--- config.mk ---
export PLATFORM = sky130hd
export DESIGN_NAME = bnms_ctrl
export DESIGN_NICKNAME = d
export VERILOG_FILES = /design/src/sv/box_non_max_suppression_unit_defines.svh /design/src/sv/bnms_pkg.sv /design/src/sv/bnms_ctrl.sv
export SDC_FILE = /design/constraint.sdc
export NUM_CORES = 1
export LEC_CHECK = 0
export BUFFER_PORTS_ARGS = -buffer_cell sky130_fd_sc_hd__buf_4
export CAP_MARGIN = 20
export CORE_AREA = 2 2 39 41
export DETAILED_ROUTE_END_ITERATION = 6
export DIE_AREA = 0 0 41 43
export PLACE_DENSITY_LB_ADDON = 0.12
export SYNTH_ARGS = -nofsm -noshare
export SYNTH_HDL_FRONTEND = slang
export SYNTH_SLANG_ARGS = --single-unit
--- constraint.sdc ---
create_clock -name clk -period 2 [get_ports clk]
set_input_delay 0.2 -clock clk [delete_from_list [all_inputs] [get_ports clk]]
set_output_delay 0.2 -clock clk [all_outputs]
set_load 0.1 [all_outputs]
--- src/sv/box_non_max_suppression_unit_defines.svh ---
// Assertion macros used by the box suppression datapath.
`ifndef BOX_NON_MAX_SUPPRESSION_UNIT_DEFINES_SVH
`define BOX_NON_MAX_SUPPRESSION_UNIT_DEFINES_SVH

// Same-cycle implication, sampled on clk, off while rst_n is low.
`define BNMS_ASSERT_IMP(name, ante, cons, msg) \
    name: assert property (@(posedge clk) disable iff (!rst_n) (ante) |-> (cons)) \
        else $error(msg);

// Next-cycle implication, sampled on clk, off while rst_n is low.
`define BNMS_ASSERT_NXT(name, ante, cons, msg) \
    name: assert property (@(posedge clk) disable iff (!rst_n) (ante) |=> (cons)) \
        else $error(msg);

`endif

--- src/sv/bnms_pkg.sv ---
// Shared constants, command and status types for the box suppression unit.
package bnms_pkg;

    localparam int MAX_BOXES_DEF = 64;
    localparam int COORD_W       = 16;
    localparam int CLASS_W       = 8;
    localparam int SCORE_W       = 16;
    localparam int THR_W         = 17;
    localparam int BOX_W         = 4 * COORD_W + CLASS_W + SCORE_W;
    localparam int OVL_W         = 20;

    localparam logic [THR_W-1:0] THR_RESET = 17'd29491;

    // Commands from the controller to the datapath.
    typedef struct packed {
        logic load;
        logic i_clr;
        logic i_inc;
        logic j_clr;
        logic j_from_i;
        logic j_inc;
        logic rd_a;
        logic a_sel_j;
        logic rd_b;
        logic kill_i;
        logic kill_j;
        logic take;
        logic flush;
    } cmd_t;

    // Status from the datapath to the controller.
    typedef struct packed {
        logic i_end;
        logic j_end;
        logic alive_i;
        logic alive_j;
        logic hit;
        logic score_gt;
        logic out_free;
        logic held_valid;
    } sts_t;

    // Doubled overlap along one axis: min(2c1+s1, 2c2+s2) - max(2c1-s1, 2c2-s2).
    function automatic logic signed [OVL_W-1:0] overlap2(
        input logic [COORD_W-1:0] c1,
        input logic [COORD_W-1:0] s1,
        input logic [COORD_W-1:0] c2,
        input logic [COORD_W-1:0] s2
    );
        logic signed [OVL_W-1:0] l1;
        logic signed [OVL_W-1:0] l2;
        logic signed [OVL_W-1:0] r1;
        logic signed [OVL_W-1:0] r2;
        logic signed [OVL_W-1:0] lft;
        logic signed [OVL_W-1:0] rgt;
        l1  = $signed({3'b000, c1, 1'b0}) - $signed({4'b0000, s1});
        l2  = $signed({3'b000, c2, 1'b0}) - $signed({4'b0000, s2});
        r1  = $signed({3'b000, c1, 1'b0}) + $signed({4'b0000, s1});
        r2  = $signed({3'b000, c2, 1'b0}) + $signed({4'b0000, s2});
        lft = (l1 > l2) ? l1 : l2;
        rgt = (r1 < r2) ? r1 : r2;
        return rgt - lft;
    endfunction

endpackage

--- src/sv/bnms_ctrl.sv ---
// Controller: sequences loading, the pairwise suppression scan and the output sweep.
module bnms_ctrl (
    input  logic           clk,
    input  logic           rst_n,
    input  logic           in_valid,
    input  logic           in_last,
    output logic           in_ready,
    input  bnms_pkg::sts_t sts,
    output bnms_pkg::cmd_t cmd
);

    localparam logic [3:0] S_LOAD   = 4'd0;
    localparam logic [3:0] S_SCAN_I = 4'd1;
    localparam logic [3:0] S_SCAN_J = 4'd2;
    localparam logic [3:0] S_W1     = 4'd3;
    localparam logic [3:0] S_W2     = 4'd4;
    localparam logic [3:0] S_W3     = 4'd5;
    localparam logic [3:0] S_W4     = 4'd6;
    localparam logic [3:0] S_DEC    = 4'd7;
    localparam logic [3:0] S_OSCAN  = 4'd8;
    localparam logic [3:0] S_OTAKE  = 4'd9;
    localparam logic [3:0] S_FLUSH  = 4'd10;

    logic [3:0] state_reg;
    logic [3:0] state_next;

    always_ff @(posedge clk or negedge rst_n)
    begin
        if (!rst_n)
        begin
            state_reg <= S_LOAD;
        end
        else
        begin
            state_reg <= state_next;
        end
    end

    assign in_ready = (state_reg == S_LOAD);

    // Next state and commands.
    always_comb
    begin
        state_next = state_reg;
        cmd        = '0;
        unique case (state_reg)
            S_LOAD:
            begin
                if (in_valid)
                begin
                    cmd.load = 1'b1;
                    if (in_last)
                    begin
                        cmd.i_clr  = 1'b1;
                        state_next = S_SCAN_I;
                    end
                end
            end
            S_SCAN_I:
            begin
                if (sts.i_end)
                begin
                    cmd.j_clr  = 1'b1;
                    state_next = S_OSCAN;
                end
                else if (!sts.alive_i)
                begin
                    cmd.i_inc = 1'b1;
                end
                else
                begin
                    cmd.rd_a     = 1'b1;
                    cmd.j_from_i = 1'b1;
                    state_next   = S_SCAN_J;
                end
            end
            S_SCAN_J:
            begin
                if (sts.j_end)
                begin
                    cmd.i_inc  = 1'b1;
                    state_next = S_SCAN_I;
                end
                else if (!sts.alive_j)
                begin
                    cmd.j_inc = 1'b1;
                end
                else
                begin
                    cmd.rd_b   = 1'b1;
                    state_next = S_W1;
                end
            end
            S_W1:    state_next = S_W2;
            S_W2:    state_next = S_W3;
            S_W3:    state_next = S_W4;
            S_W4:    state_next = S_DEC;
            S_DEC:
            begin
                if (sts.hit && sts.score_gt)
                begin
                    cmd.kill_i = 1'b1;
                    cmd.i_inc  = 1'b1;
                    state_next = S_SCAN_I;
                end
                else
                begin
                    cmd.kill_j = sts.hit;
                    cmd.j_inc  = 1'b1;
                    state_next = S_SCAN_J;
                end
            end
            S_OSCAN:
            begin
                if (sts.j_end)
                begin
                    state_next = S_FLUSH;
                end
                else if (!sts.alive_j)
                begin
                    cmd.j_inc = 1'b1;
                end
                else
                begin
                    cmd.rd_a    = 1'b1;
                    cmd.a_sel_j = 1'b1;
                    state_next  = S_OTAKE;
                end
            end
            S_OTAKE:
            begin
                if (!sts.held_valid || sts.out_free)
                begin
                    cmd.take   = 1'b1;
                    cmd.j_inc  = 1'b1;
                    state_next = S_OSCAN;
                end
            end
            S_FLUSH:
            begin
                if (sts.out_free)
                begin
                    cmd.flush  = 1'b1;
                    state_next = S_LOAD;
                end
            end
            default: state_next = S_LOAD;
        endcase
    end

endmodule

==> flow_summary.ini <==
[layout]
drive_above_1_share_pct = 57.7
largest_register_ffs = 4
seq_area_um2 = 101
nFillCells = 125
finish.utilization_pct = 67.2
nets = 111
area_growth_pct = 76.9
final_cells = 113
multi_input_area_um2 = 479
diodes = 0

[yosys]
synth.distinct_cells = 38
mappedNetlistArea_um2 = 526
ys_warn_count = 0
synth_edf_count = 0
seq_area_frac_synth_pct = 19.0
syn-num-nets = 77
syn_inst = 65
syn-mean-instance-area_um2 = 8.08
synth-async-reset-ratio_pct = 100
synth-seq-cells = 4
ys_dominant_reg_cell = dfrtp_1

[floorplan]
die_y_um = 43
rows = 14
die_area_um2 = 1760
coreArea_um2 = 1380
start_util_pct = 38.0
io_pins = 26
die_w_um = 41

[route]
routed_via_density = 5.21
wl_um = 1540
routedWlPerCell_um = 13.6
first_pass_iters = 4
drt_iter0_drc = 11
drc = 0
drtAntennaViolNets = 0
vias = 589

[flow_run]
maxCapViolations = 0

[setup_path]
endpoint_kind = output pin
rr_worst_depth = 5
cp.arrival_ns = 1.79
critical_path.max_fanout = 7
critical_path_required_ns = 1.80
critPathLaunchType = register
critPathKind = reg2out

[sta]
hold_viol = 0
period_share_pct = 99.4
finalMaxSlewViolations = 0
final-setup-viol-count = 0
worstMarginPinSlew_ns = 0.415
fin_crit_ns = 1.99
grt_setup_unrepaired = true
slew_headroom_pct = 72.3
max_freq_mhz = 503
fin_skew_ns = 0.0000766

[place]
globalplace.congestion = 0.826
place_inst = 107
io_buffers = 25
dp_hpwl_um = 1210

[power]
peakVddDrop_mv = 0.961
power_density_nw_per_um2 = 1690
combPwrFrac_pct = 83.3
p_leak_nw = 0.404
p_sw_share_pct = 58.2
seqPwrFrac_pct = 10.5
pwr-share-clk_pct = 6.1
p_switching_uw = 914
p_int_uw = 655
p_total_mw = 1.57

[cts]
cts_sinks = 4
tritoncts = built
clkTransAtPathRegs_ns = 0.03
cts_made_buffers = 3
cts_root_buf = clkbuf_4
cts_buffer_depth = 2
clock_latency_ns = 0.23
htree_levels = 1

[outcome]
status = completed

[global_routing]
grt_pass1_wl_um = 2550
grt_remaining_overflow = 0
grt_usage_pct = 21.3
grt_pass1_vias = 600
grt_max_degree = 14
antenna_found_initial = 0

[hold_path]
hold_path_class = in2async
[per-layer routing]
metal	GRT usage (%)	wire [um]	share of wire [%]	up-vias
met4	10.0	0	0	0
li1	-	-	-	303
met5	0	0	0	-
met3	3.14	46	3.0	0
met1	27.0	654	42	275
met2	33.8	840	55	11
[layout make-up]
| class | count | area share, % |
|---|---|---|
| Multi-Input combinational cell | 54 | 51.5 |
| Timing Repair Buffer | 33 | 31.8 |
| Sequential cell | 4 | 10.9 |
| Clock buffer | 3 | 2.42 |
| Tap cell | 16 | 2.15 |
| Inverter | 3 | 1.21 |
[cells in the final DEF, fill, tap and decap left out, drive strengths merged, types with 2 or more instances in the layout]
cell      n
a31oi     2
nand2b    4
nand2     5
clkbuf    3
buf      32
inv       3
dfrtp     4
nor3      3
o2bb2ai   2
a21oi     2
nor3b     3
nor2     10
nor4      3
or3       2
[cell families after synthesis]
logic type	Yosys count	synth area share (%)
xor+xnor	2	3.33
flops	4	19.0
compound gates	12	21.0
buf+inv	7	7.62
simple gates	40	49.1
[critical path, cell delays in order, from the launching register on]
cell and delay [ns]:
dfrtp_2 0.44, or4b_4 0.54, nor3_4 0.23, a311o_2 0.17, buf_12 0.17
[cells in the mapped netlist (2+ instances only)]
| cell type | instances | area (um^2) |
|---|---|---|
| nor3b_1 | 2 | 15.0 |
| or3_1 | 2 | 12.5 |
| dfrtp_1 | 4 | 100 |
| a31oi_1 | 2 | 12.5 |
| nor4_1 | 2 | 12.5 |
| nand2_1 | 5 | 18.8 |
| nor3_1 | 2 | 10.0 |
| nor2_1 | 9 | 33.8 |
| inv_1 | 3 | 11.3 |
| a21oi_1 | 2 | 10.0 |
| buf_2 | 2 | 10.0 |
| nand2b_1 | 4 | 25.0 |
[power by group through the flow]
stage / combinational, mW / sequential [mW] / clock, mW
global placement: 1.23 / 0.166 / 0
finish: 1.31 / 0.165 / 0.0960
floorplan: 1.00 / 0.161 / 0
global route: 1.38 / 0.171 / 0.104
detailed placement: 1.23 / 0.168 / 0
CTS: 1.28 / 0.169 / 0.104
[final timing paths]
path                                          start                  endpoint  slack, ns
setup / recovery           state_reg[3]$_DFFE_PN0P_                   cmd[10]       0.01
hold reg to reg            state_reg[3]$_DFFE_PN0P_  state_reg[2]$_DFFE_PN0P_       0.68
setup reg to reg           state_reg[2]$_DFFE_PN0P_  state_reg[0]$_DFFE_PN0P_       0.24
hold / removal                                rst_n  state_reg[0]$_DFFE_PN0P_       0.30
max in group asynchronous                     rst_n  state_reg[3]$_DFFE_PN0P_       1.59
min in group clk                             sts[1]  state_reg[1]$_DFFE_PN0P_       0.39
[per-stage QoR]
step	setup WS [ns]	hold WS (ns)	setup TNS [ns]	cell area, um^2
3_3_place_gp	0.196	-0.00359	0	848
2_1_floorplan	-0.550	-0.0956	-3.39	628
5_1_grt	-0.0622	0.299	-0.0888	930
4_1_cts	0.00773	0.286	0	910
6_report	0.0129	0.304	0	930
3_5_place_dp	0.158	-0.00333	0	848
[what timing repair did]
| action | CTS | global route |
|---|---|---|
| setup buffers | 0 | 2 |
| setup endpoints to repair | 4 | 4 |
| pin swaps | 0 | 2 |
| gates resized for setup | 8 | 1 |
| hold buffers | 1 | 0 |
| hold endpoints to repair | 4 | 0 |
| gates cloned | 0 | 0 |
Note: power is estimated with default switching activity, not from simulation.
